$ cat src/rgt_pkg.sv
// Shared types and constants for the radial glow pixel tint pipeline.
package rgt_pkg;

    // Coordinate range of the image.
    localparam int MAX_DIM = 4096;
    localparam int COORD_W = 12;

    // Field widths.
    localparam int CHAN_W   = 8;
    localparam int ASPECT_W = 17;
    localparam int INV_W    = 33;
    localparam int CFG_W    = 33;
    localparam int IDX_W    = 3;

    // Datapath widths.
    localparam int SCALED_W = COORD_W + ASPECT_W;   // scaled offset, Q16
    localparam int SQ_W     = 2 * SCALED_W;         // squared offset, Q32
    localparam int D2_W     = SQ_W + 1;             // squared distance, Q32
    localparam int T_W      = 37;                   // glow strength, Q32, up to 16.0

    // Glow strength saturates at 16.0.
    localparam logic [T_W-1:0] T_LIMIT = T_W'(1) << 36;

    // Register indexes on the configuration port.
    typedef enum logic [IDX_W-1:0] {
        REG_CENTER_X      = 3'd0,
        REG_CENTER_Y      = 3'd1,
        REG_ASPECT_RATIO  = 3'd2,
        REG_SCALE_HORIZ   = 3'd3,
        REG_INV_RANGE     = 3'd4
    } reg_idx_t;

    // One RGB pixel.
    typedef struct packed {
        logic [CHAN_W-1:0] red;
        logic [CHAN_W-1:0] green;
        logic [CHAN_W-1:0] blue;
    } pixel_t;

    // Configuration register set.
    typedef struct packed {
        logic [COORD_W-1:0]  center_x;
        logic [COORD_W-1:0]  center_y;
        logic [ASPECT_W-1:0] aspect_ratio;
        logic                scale_horizontal;
        logic [INV_W-1:0]    inv_range;
    } cfg_t;

    // Pipeline control handed to every stage group.
    typedef struct packed {
        logic advance;
        logic valid;
    } pipe_ctl_t;

endpackage

$ cat src/rgt_tint.sv
// Stages seven and eight: brighten, tint green and saturate each channel.
module rgt_tint (
    input  logic                    aclk,
    input  logic                    aresetn,
    input  rgt_pkg::pipe_ctl_t      ctl_in,
    input  logic [rgt_pkg::T_W-1:0] t_in,
    input  rgt_pkg::pixel_t         pix_in,
    output logic                    valid_out,
    output rgt_pkg::pixel_t         pix_out
);
    import rgt_pkg::*;

    localparam int ADD_W = 12;              // floor(255t) is at most 4080
    localparam int SUM_W = 13;
    localparam int NEG_W = T_W + 7;         // 120t in Q32
    localparam int POS_W = SUM_W + 32;

    // Clamp a channel sum to eight bits.
    function automatic logic [CHAN_W-1:0] sat8(input logic [SUM_W-1:0] v);
        sat8 = (v > SUM_W'(255)) ? 8'hFF : v[CHAN_W-1:0];
    endfunction

    logic [T_W+7:0]     t255;
    logic [ADD_W-1:0]   add;
    logic [NEG_W-1:0]   neg_next, neg_reg;
    logic [SUM_W-1:0]   r_sum_next, b_sum_next, g_pos_next;
    logic [SUM_W-1:0]   r_sum_reg, b_sum_reg, g_pos_reg;
    logic [POS_W-1:0]   pos, diff;
    logic [SUM_W-1:0]   gv;
    pixel_t             out_next, out_reg;
    logic               v7_reg, v8_reg;

    // Stage seven: 255t and 120t by shifts, channel sums.
    always_comb begin
        t255       = {t_in, 8'b0} - (T_W+8)'(t_in);
        add        = t255[32 +: ADD_W];
        neg_next   = {t_in, 7'b0} - NEG_W'({t_in, 3'b0});
        r_sum_next = SUM_W'(pix_in.red) + SUM_W'(add);
        b_sum_next = SUM_W'(pix_in.blue) + SUM_W'(add);
        g_pos_next = SUM_W'(pix_in.green) + SUM_W'(add) + SUM_W'(120);
    end

    // Stage eight: subtract the green pull-back and saturate.
    always_comb begin
        pos  = {g_pos_reg, 32'b0};
        diff = pos - POS_W'(neg_reg);
        gv   = (pos >= POS_W'(neg_reg)) ? diff[POS_W-1:32] : '0;
        out_next.red   = sat8(r_sum_reg);
        out_next.green = sat8(gv);
        out_next.blue  = sat8(b_sum_reg);
    end

    always_ff @(posedge aclk) begin
        if (!aresetn) begin
            v7_reg <= 1'b0;
            v8_reg <= 1'b0;
        end else if (ctl_in.advance) begin
            v7_reg <= ctl_in.valid;
            v8_reg <= v7_reg;
        end
    end

    always_ff @(posedge aclk) begin
        if (ctl_in.advance) begin
            neg_reg   <= neg_next;
            r_sum_reg <= r_sum_next;
            b_sum_reg <= b_sum_next;
            g_pos_reg <= g_pos_next;
            out_reg   <= out_next;
        end
    end

    assign valid_out = v8_reg;
    assign pix_out   = out_reg;

endmodule

$ cat config.mk
export PLATFORM = sky130hd
export DESIGN_NAME = rgt_tint
export DESIGN_NICKNAME = d
export VERILOG_FILES = /design/src/rgt_pkg.sv /design/src/rgt_tint.sv
export SDC_FILE = /design/constraint.sdc
export NUM_CORES = 1
export LEC_CHECK = 0
export BUFFER_PORTS_ARGS = -buffer_cell sky130_fd_sc_hd__buf_2
export CAP_MARGIN = 20
export CORE_UTILIZATION = 45
export DETAILED_ROUTE_END_ITERATION = 10
export GPL_TIMING_DRIVEN = 0
export MAX_ROUTING_LAYER = met4
export SLEW_MARGIN = 20
export SYNTH_ARGS = -nofsm -noshare
export SYNTH_HDL_FRONTEND = slang
export SYNTH_SLANG_ARGS = --single-unit
$ cat constraint.sdc
create_clock -name aclk -period 10.7 [get_ports aclk]
set_input_delay 2.14 -clock aclk [delete_from_list [all_inputs] [get_ports aclk]]
set_output_delay 2.14 -clock aclk [all_outputs]
set_load 0.03 [all_outputs]
==> impl_metrics.toml <==
[setup_path]
startpoint_type = "primary input"
cp_cell_sequence = "buf_2 -> inv_1 -> ha_1 -> a211oi_1 -> o21ai_0 -> a21oi_1 -> o21ai_0 -> nor2_1 -> o21ai_0 -> xnor2_1 -> ha_1 -> ha_1 -> a21o_1 -> a21oi_1 -> o21bai_1 -> a21oi_1 -> o21bai_1 -> a21oi_1 -> nor2b_1 -> o21ai_0 -> xor2_1"
crit_arrival_ps = 6670
cp_top_family = "compound AO/OA/AOI/OAI gates"
path_buf_inv = 2
cpMaxStageDelayCell = "xnor2_1"
ff2ff_setup_slack_ps = 7050
end_kind = "flip-flop"
worst-path-max-fanout = 4
slowest_delay_ps = 650
crit_type = "in -> reg"
crit_required_ps = 10800

[finish]
largest_reg_flops = 41
layout.nets = 1198
antenna_cells = 0
drive_gt1_frac = 0.151
syn_to_final_growth_pct = 12.4
fillers = 1848

[placement]
gp_congestion = 0.912
io_buffers = 88
hpwlAfterDp_mm = 17.2

[synthesis]
synthCells = 923
synthArstFlopShare = 0
synth_area_um2 = 8930
syn_area_per_cell_um2 = 9.67
ys_seq_area_frac = 0.354
ys_warn_count = 0
yosys_register_bits = 106
synth_nets = 1098
synth_cell_types = 84
synth_flop_cell = "edfxtp_1"
synth_edf_count = 104

[floorplan]
die_w_um = 143
ios = 90
dieArea_um2 = 20400
start_util = 0.459
die_h_um = 143
core_um2 = 19500
rows = 51

[global_routing]
overflow = 0
grt_pass1_wl_mm = 33.9
grt_use_total = 0.222
grt_pass1_vias = 6768
antenna_found_initial = 0
grt_max_degree = 81

[sta]
rsz0062_at_grt = "false"
hold-worst-slack_ps = 507
setup-violations-final = 0
final-hold-violation-count = 0
relSlewSlack = 0.380
finalMaxSlewViolations = 0
min_period_over_period = 0.614
skew_ps = 11.3
max_freq_ghz = 0.152
worst_slew_pin_slew_ps = 922
finalCriticalPeriod_ps = 6570
setup_tns_ps = 0

[clock_network]
post_cts_buffers = 0
cts_hold_buf = 0
cts_resized = 0
clock-sinks = 106
clockRootBuffer = "clkbuf_16"
clock_latency_ps = 370
htreeDepth = 3
cts_tree = "yes"
cts.path.max_buffers = 2
path_clk_slew_ps = 80
numCtsBuffers = 9

[drt]
drt-total-wl_mm = 21.3
ant_nets = 0
vias = 7060
viasPerCell = 5.46
wl_per_cell_um = 16.5
drt_pass1_iterations = 4
drc_errors = 0
drt_iter0_drc = 478

[outcome]
outcome = "completed"

[power_and_ir_drop]
p_leak_nw = 4.29
powerDensity_nw_per_um2 = 150
ir_drop_mv = 0.0790

[flow_run]
maxCapViolations = 0

[worst_hold_path]
worstHoldPathType = "reg -> reg"
-- through the flow --
stage / total power, mW / util / instances / cell area (um^2) / setup WS (ps)
floorplan: 1.02 / - / 923 / 8930 / 4860
global placement: 1.17 / 0.498 / 1276 / 9700 / 3690
detailed placement: 1.17 / 0.500 / 1277 / 9740 / 3680
CTS: 1.51 / 0.516 / 1293 / 10000 / 4030
global route: 1.61 / 0.516 / 1293 / 10000 / 3620
finish: 1.51 / 0.516 / 1293 / 10000 / 4130
-- synthesized netlist by cell type (3+ instances only) --
cell | instances | share of area
nand2_1 | 48 | 0.020
nor2_1 | 44 | 0.018
nand4_1 | 12 | 0.0084
fa_1 | 3 | 0.0067
ha_1 | 107 | 0.15
a21oi_2 | 7 | 0.0069
and4_1 | 4 | 0.0039
o21ai_0 | 44 | 0.025
and3_1 | 9 | 0.0063
buf_4 | 5 | 0.0042
a21oi_1 | 81 | 0.045
o211ai_2 | 3 | 0.0042
a211oi_1 | 11 | 0.0092
edfxtp_1 | 104 | 0.35
nor4_1 | 11 | 0.0077
and2_1 | 4 | 0.0028
o21a_1 | 8 | 0.0067
a21boi_0 | 8 | 0.0067
nand2b_1 | 7 | 0.0049
mux2i_1 | 4 | 0.0045
o31ai_1 | 3 | 0.0025
or2_2 | 5 | 0.0035
xnor2_1 | 56 | 0.055
nand3_1 | 21 | 0.012
a21o_1 | 34 | 0.029
nor3_1 | 13 | 0.0073
a31oi_1 | 5 | 0.0035
xor2_1 | 22 | 0.022
clkbuf_1 | 5 | 0.0021
nor2b_1 | 22 | 0.015
o21bai_1 | 8 | 0.0067
o211ai_1 | 11 | 0.0092
o21ai_1 | 7 | 0.0039
buf_2 | 4 | 0.0022
or3_1 | 19 | 0.013
inv_1 | 97 | 0.041
-- per-layer routing --
layer  vias up  track usage  routed length (um)
met5         -            -                   0
met2       141        0.370               10400
met4         0       0.0623                 373
met1      3271        0.277                9800
li1       3622            -                   -
met3        26       0.0379                 806
-- cells in the final DEF, fill, tap and decap left out, drive strengths merged, types with 3 or more instances in the layout --
cell type and n:
nand2b 7, clkinv 3, a21boi 9, a21oi 88, nand3 21, and4 4
and2 4, a211oi 13, xnor2 58, o21ai 51, or2 7, clkbuf 14
o31ai 4, inv 101, nand2 48, o311ai 3, a31oi 5, a221oi 4
o21a 8, edfxtp 104, a2111oi 3, nor2 44, mux2i 4, o211ai 14
or3 19, nor3 14, nand4 12, nor2b 22, and3 9, fa 3
o21bai 8, a21o 35, buf 100, nor4 12, ha 107, xor2 22
-- cell families (layout without fill, tap and decap cells) --
logic type	after synthesis	after routing	share of synthesized area
AO/OA/AOI/OAI	271	271	0.207
AND/OR/NAND/NOR	237	237	0.144
buffers and inverters	114	219	0.0523
adder cells (fa/ha/maj)	110	110	0.157
flip-flops	106	106	0.354
XOR/XNOR	80	80	0.0801
multiplexers	5	5	0.00574
-- area by class of cell --
cell class                 instances  area, um^2  area share
buffer                            16        98.8     0.00984
clock inverter                     7        80.1     0.00798
timing repair buffer              89         474      0.0472
clock buffer                       9         225      0.0224
sequential                       106        3160       0.315
tap                              265         332      0.0330
inverter                          98         368      0.0366
multi-input combinational        703        5300       0.528
-- report_power, final --
part | switching [mW] | internal (mW)
registers | 0.0188 | 0.553
clock network | 0.172 | 0.167
logic | 0.349 | 0.246
total | 0.540 | 0.966
-- worst paths after layout --
| path | cells past startpoint | endpoint | startpoint |
|---|---|---|---|
| setup / recovery | 21 | g_pos_reg[10]$_DFFE_PP_ | t_in[18] |
| hold / removal | 1 | pix_out[20]$_SDFFCE_PN1P_ | r_sum_reg[4]$_DFFE_PP_ |
| setup reg to reg | 9 | pix_out[9]$_SDFFCE_PN1P_ | neg_reg[16]$_DFFE_PP_ |
| hold reg to reg | 1 | pix_out[20]$_SDFFCE_PN1P_ | r_sum_reg[4]$_DFFE_PP_ |
No activity file was read; power rests on OpenSTA's default activity.
