--- src/rgt_pkg.sv ---
// Shared types and constants for the radial glow pixel tint pipeline.
package rgt_pkg;

    // Coordinate range of the image.
    localparam int MAX_DIM = 4096;
    localparam int COORD_W = 12;

    // Field widths.
    localparam int CHAN_W   = 8;
    localparam int ASPECT_W = 17;
    localparam int INV_W    = 33;
    localparam int CFG_W    = 33;
    localparam int IDX_W    = 3;

    // Datapath widths.
    localparam int SCALED_W = COORD_W + ASPECT_W;   // scaled offset, Q16
    localparam int SQ_W     = 2 * SCALED_W;         // squared offset, Q32
    localparam int D2_W     = SQ_W + 1;             // squared distance, Q32
    localparam int T_W      = 37;                   // glow strength, Q32, up to 16.0

    // Glow strength saturates at 16.0.
    localparam logic [T_W-1:0] T_LIMIT = T_W'(1) << 36;

    // Register indexes on the configuration port.
    typedef enum logic [IDX_W-1:0] {
        REG_CENTER_X      = 3'd0,
        REG_CENTER_Y      = 3'd1,
        REG_ASPECT_RATIO  = 3'd2,
        REG_SCALE_HORIZ   = 3'd3,
        REG_INV_RANGE     = 3'd4
    } reg_idx_t;

    // One RGB pixel.
    typedef struct packed {
        logic [CHAN_W-1:0] red;
        logic [CHAN_W-1:0] green;
        logic [CHAN_W-1:0] blue;
    } pixel_t;

    // Configuration register set.
    typedef struct packed {
        logic [COORD_W-1:0]  center_x;
        logic [COORD_W-1:0]  center_y;
        logic [ASPECT_W-1:0] aspect_ratio;
        logic                scale_horizontal;
        logic [INV_W-1:0]    inv_range;
    } cfg_t;

    // Pipeline control handed to every stage group.
    typedef struct packed {
        logic advance;
        logic valid;
    } pipe_ctl_t;

endpackage

--- src/rgt_dist.sv ---
// Stages one to three: center offsets, aspect scaling, squares and squared distance.
module rgt_dist (
    input  logic                              aclk,
    input  logic                              aresetn,
    input  rgt_pkg::pipe_ctl_t                ctl_in,
    input  rgt_pkg::cfg_t                     cfg,
    input  logic [rgt_pkg::COORD_W-1:0]       col,
    input  logic [rgt_pkg::COORD_W-1:0]       row,
    input  rgt_pkg::pixel_t                   pix_in,
    output logic                              valid_out,
    output logic [rgt_pkg::D2_W-1:0]          d2_out,
    output rgt_pkg::pixel_t                   pix_out
);
    import rgt_pkg::*;

    // Saturate a coordinate to the image size.
    function automatic logic [COORD_W-1:0] clip_coord(input logic [COORD_W-1:0] v);
        logic [COORD_W-1:0] lim;
        lim = COORD_W'(MAX_DIM - 1);
        clip_coord = (v > lim) ? lim : v;
    endfunction

    logic [COORD_W-1:0]  col_c, row_c, adx, ady;
    logic [SCALED_W-1:0] adx_scaled, ady_scaled, adx_shift, ady_shift;
    logic [SCALED_W-1:0] sx_next, sy_next, sx_reg, sy_reg;
    logic [SQ_W-1:0]     sqx_next, sqy_next, sqx_reg, sqy_reg;
    logic [D2_W-1:0]     d2_next, d2_reg;
    pixel_t              pix1_reg, pix2_reg, pix3_reg;
    logic                v1_reg, v2_reg, v3_reg;

    // Stage one: absolute offsets, one of them scaled by the aspect ratio.
    always_comb begin
        col_c      = clip_coord(col);
        row_c      = clip_coord(row);
        adx        = (cfg.center_x >= col_c) ? cfg.center_x - col_c : col_c - cfg.center_x;
        ady        = (cfg.center_y >= row_c) ? cfg.center_y - row_c : row_c - cfg.center_y;
        adx_scaled = SCALED_W'(adx) * SCALED_W'(cfg.aspect_ratio);
        ady_scaled = SCALED_W'(ady) * SCALED_W'(cfg.aspect_ratio);
        adx_shift  = SCALED_W'({adx, 16'b0});
        ady_shift  = SCALED_W'({ady, 16'b0});
        if (cfg.scale_horizontal) begin
            sx_next = adx_scaled;
            sy_next = ady_shift;
        end else begin
            sx_next = adx_shift;
            sy_next = ady_scaled;
        end
    end

    // Stage two: squares of both offsets.
    always_comb begin
        sqx_next = SQ_W'(sx_reg) * SQ_W'(sx_reg);
        sqy_next = SQ_W'(sy_reg) * SQ_W'(sy_reg);
    end

    // Stage three: squared distance.
    assign d2_next = D2_W'(sqx_reg) + D2_W'(sqy_reg);

    // Valid bits travel with the data.
    always_ff @(posedge aclk) begin
        if (!aresetn) begin
            v1_reg <= 1'b0;
            v2_reg <= 1'b0;
            v3_reg <= 1'b0;
        end else if (ctl_in.advance) begin
            v1_reg <= ctl_in.valid;
            v2_reg <= v1_reg;
            v3_reg <= v2_reg;
        end
    end

    // Payload registers.
    always_ff @(posedge aclk) begin
        if (ctl_in.advance) begin
            sx_reg   <= sx_next;
            sy_reg   <= sy_next;
            pix1_reg <= pix_in;
            sqx_reg  <= sqx_next;
            sqy_reg  <= sqy_next;
            pix2_reg <= pix1_reg;
            d2_reg   <= d2_next;
            pix3_reg <= pix2_reg;
        end
    end

    assign valid_out = v3_reg;
    assign d2_out    = d2_reg;
    assign pix_out   = pix3_reg;

endmodule

--- config.mk ---
export PLATFORM = sky130hd
export DESIGN_NAME = rgt_dist
export DESIGN_NICKNAME = d
export VERILOG_FILES = /design/src/rgt_pkg.sv /design/src/rgt_dist.sv
export SDC_FILE = /design/constraint.sdc
export NUM_CORES = 2
export LEC_CHECK = 0
export BUFFER_PORTS_ARGS = -buffer_cell sky130_fd_sc_hd__buf_2
export CORE_MARGIN = 10
export CORE_UTILIZATION = 30
export DETAILED_ROUTE_END_ITERATION = 10
export PLACE_DENSITY = 0.5
export SETUP_SLACK_MARGIN = 0.15
export SLEW_MARGIN = 20
export SYNTH_ARGS = -nofsm -noshare
export SYNTH_HDL_FRONTEND = slang
export SYNTH_SLANG_ARGS = --single-unit
--- constraint.sdc ---
create_clock -name aclk -period 8.4 [get_ports aclk]
set_input_delay 0.42 -clock aclk [delete_from_list [all_inputs] [get_ports aclk]]
set_output_delay 0.42 -clock aclk [all_outputs]
set_load 0.05 [all_outputs]
==> results.sh <==
export IMPL_status="completed"
export IMPL_grt_pass1_vias=59200
export IMPL_seq_area_frac_synth_pct=12.2
export IMPL_slew_headroom_pct=37.0
export IMPL_area_delta_synth_final_pct=13.3
export IMPL_ys_types=82
export IMPL_syn_area_um2=75200
export IMPL_vias_per_cell=4.58
export IMPL_crit_family="adder cells"
export IMPL_rows=183
export IMPL_die_x_um=521
export IMPL_final_layout_size_suffix_gt1_share_pct=9.65
export IMPL_cap_viol_max_count=0
export IMPL_final_setup_viol_count=0
export IMPL_period_share_pct=95.6
export IMPL_gp_congestion=0.879
export IMPL_worst_pin_slew_ps=941
export IMPL_clockRootBuffer="clkbuf_16"
export IMPL_grt_pass1_wl_mm=331
export IMPL_syn_num_nets=10300
export IMPL_multi_input_area_um2=57900
export IMPL_critical_path_class="reg -> reg"
export IMPL_synth_most_common_cell="inv_1"
export IMPL_cts_path_max_buffers=3
export IMPL_synthTopCellsByArea="fa_1 43%, ha_1 12%, edfxtp_1 12%"
export IMPL_cts_htree_levels=2
export IMPL_largest_reg_flops=59
export IMPL_tns_ps=0
export IMPL_avgSynthCellArea_um2=9.67
export IMPL_postPlaceCellArea_um2=82800
export IMPL_drcViolationCount=0
export IMPL_port_buffers=177
export IMPL_synthCells=7780
export IMPL_fillerInstances=25700
export IMPL_rsz0062_at_grt="yes"
export IMPL_grt_max_degree=97
export IMPL_ant_nets=0
export IMPL_hp_class="in -> reg"
export IMPL_dr_pass1_iters=5
export IMPL_synthFlopType="edfxtp_1"
export IMPL_critPathRequiredTime_ps=8780
export IMPL_insertion_delay_ps=660
export IMPL_critPathSlowestCell="fa_1"
export IMPL_synth_seq_cells=306
export IMPL_worstSetupStartpointType="flop"
export IMPL_cts_clk_slew_worst_paths_ps=60
export IMPL_regArea_um2=9160
export IMPL_hpwl_mm=176
export IMPL_design_area_um2=85300
export IMPL_cts_sinks=306
export IMPL_synth_edf_count=303
export IMPL_fin_ws_ps=371
export IMPL_die_h_um=521
export IMPL_ios=211
export IMPL_ys_warn_count=0
export IMPL_synth_top_area_share_pct=42.8
export IMPL_timing_hold_ws_ps=74.3
export IMPL_antenna_found_initial=11
export IMPL_fin_skew_ps=36.4
export IMPL_ys_top_cells_by_count="2,001 x inv_1, 1,608 x fa_1, 839 x nand2_1"
export IMPL_cts_tree="built"
export IMPL_initialDrtViolationCount=2583
export IMPL_cp_max_fo=20
export IMPL_nets=10700
export IMPL_slew_viol_final=0
export IMPL_start_util_pct=30.2
export IMPL_wirelength_mm=207
export IMPL_synth_top_cell_by_area="fa_1"
export IMPL_cp_num_buf_inv=8
export IMPL_hold_viol=0
export IMPL_track_usage_pct=15.4
export IMPL_core_area_um2=249000
export IMPL_num_vias=52900
export IMPL_max_stage_delay_ps=590
export IMPL_max_freq_mhz=125
export IMPL_dieArea_um2=271000
export IMPL_crit_top_cell="fa_1"
export IMPL_synthArstFlopShare_pct=0
export IMPL_finalCriticalPeriod_ps=8030
export IMPL_dp_worst_setup_slack_ps=-132
export IMPL_grt_overflow=0
export IMPL_end_kind="flop"
export IMPL_cts_buffers=41
export IMPL_wl_per_cell_um=18.0
export IMPL_arrival_ps=8400
stage by stage:
step,cells,utilization [%]
after floorplan,7780,-
after global placement,11400,33.2
after detailed placement,11400,33.2
after CTS,11500,33.9
after global routing,11500,34.2
final,11500,34.2
worst reg2reg max path: cells and delay by family, from the launching register on:
kind,cells,cell delay (ps)
AOI/OAI and AO/OA,8,1540
buffers and inverters,8,850
adders and majority gates,9,4490
DFF,1,430
and+or+nand+nor,3,480
cell usage in the layout (no fill, tap or decap), types with 8 or more instances in the layout:
master,synthesis,routed
nor3_1,41,38
and3_1,34,34
a211o_1,8,8
o211ai_1,13,13
nand2b_1,53,53
or3_1,11,11
nor2_1,219,211
ha_1,735,731
buf_12,0,54
nand4_1,50,50
mux2_2,18,18
o21bai_1,37,36
nor2b_1,56,55
a21oi_2,2,15
buf_2,16,177
and2_1,428,427
a31oi_1,26,25
clkinvlp_4,0,8
o21ai_1,12,18
clkinv_1,6,10
o21ai_0,106,99
o21a_1,29,29
mux2i_1,22,21
fa_1,1608,1603
inv_1,2001,1999
or2_2,14,14
edfxtp_1,303,303
nand2_1,839,835
nand3_1,34,33
dlygate4sd3_1,0,25
and4_1,11,11
a211oi_1,21,20
o31ai_1,13,11
a21o_1,142,142
xnor2_1,149,144
clkbuf_16,0,43
a21oi_1,263,249
xor2_1,89,88
buf_4,3,362
what timing repair did:
| action | 4_1_cts | 5_1_grt |
|---|---|---|
| hold buffers | 25 | 0 |
| gates cloned | 0 | 2 |
| pin swaps | 1 | 33 |
| setup buffers | 4 | 27 |
| endpoints found under the setup margin | 10 | 30 |
| endpoints found under the hold margin | 26 | 0 |
| gates resized for setup | 6 | 89 |
worst paths after layout:
path / slack (ps) / cells past startpoint / from / end
hold reg to reg: 420 / 0 / pix1_reg[0] / pix2_reg[0]
setup / recovery: 370 / 28 / sx_reg[7] / sqx_reg[53]
setup reg to reg: 370 / 28 / sx_reg[7] / sqx_reg[53]
hold / removal: 70 / 3 / ctl_in[0] / v1_reg
logic make-up (layout without fill, tap and decap cells):
logic type      count (synthesis)  count (layout)  synth area share, %
simple gates                 1815            1815                 11.5
mux                            40              40                0.562
flops                         306             306                 12.2
buf+inv                      2275            2709                 11.4
fa+ha+maj                    2343            2343                 55.0
xor+xnor                      241             241                 2.84
other cells                     0               3                    0
compound gates                760             760                 6.46
metal layers:
layer / global-route usage [%] / wire, um / part of all wire (%) / vias to the layer above
li1: - / - / - / 24400
met1: 19.6 / 87100 / 42 / 27200
met2: 26.9 / 103000 / 49 / 1146
met3: 2.15 / 10400 / 5.0 / 204
met4: 4.68 / 7130 / 3.4 / 0
met5: 0 / 0 / 0 / -
layout make-up:
cell class | instances | share of cell area (%)
Tap cell | 3330 | 4.89
Antenna cell | 3 | 0.00880
Clock inverter | 30 | 0.387
Timing Repair Buffer | 628 | 5.96
Inverter | 2007 | 8.85
Sequential cell | 306 | 10.7
Clock buffer | 44 | 1.24
Multi-Input combinational cell | 5199 | 67.9
Power is not shown: default switching activity piles up to over one toggle a cycle in this logic, so the estimate is an artifact.
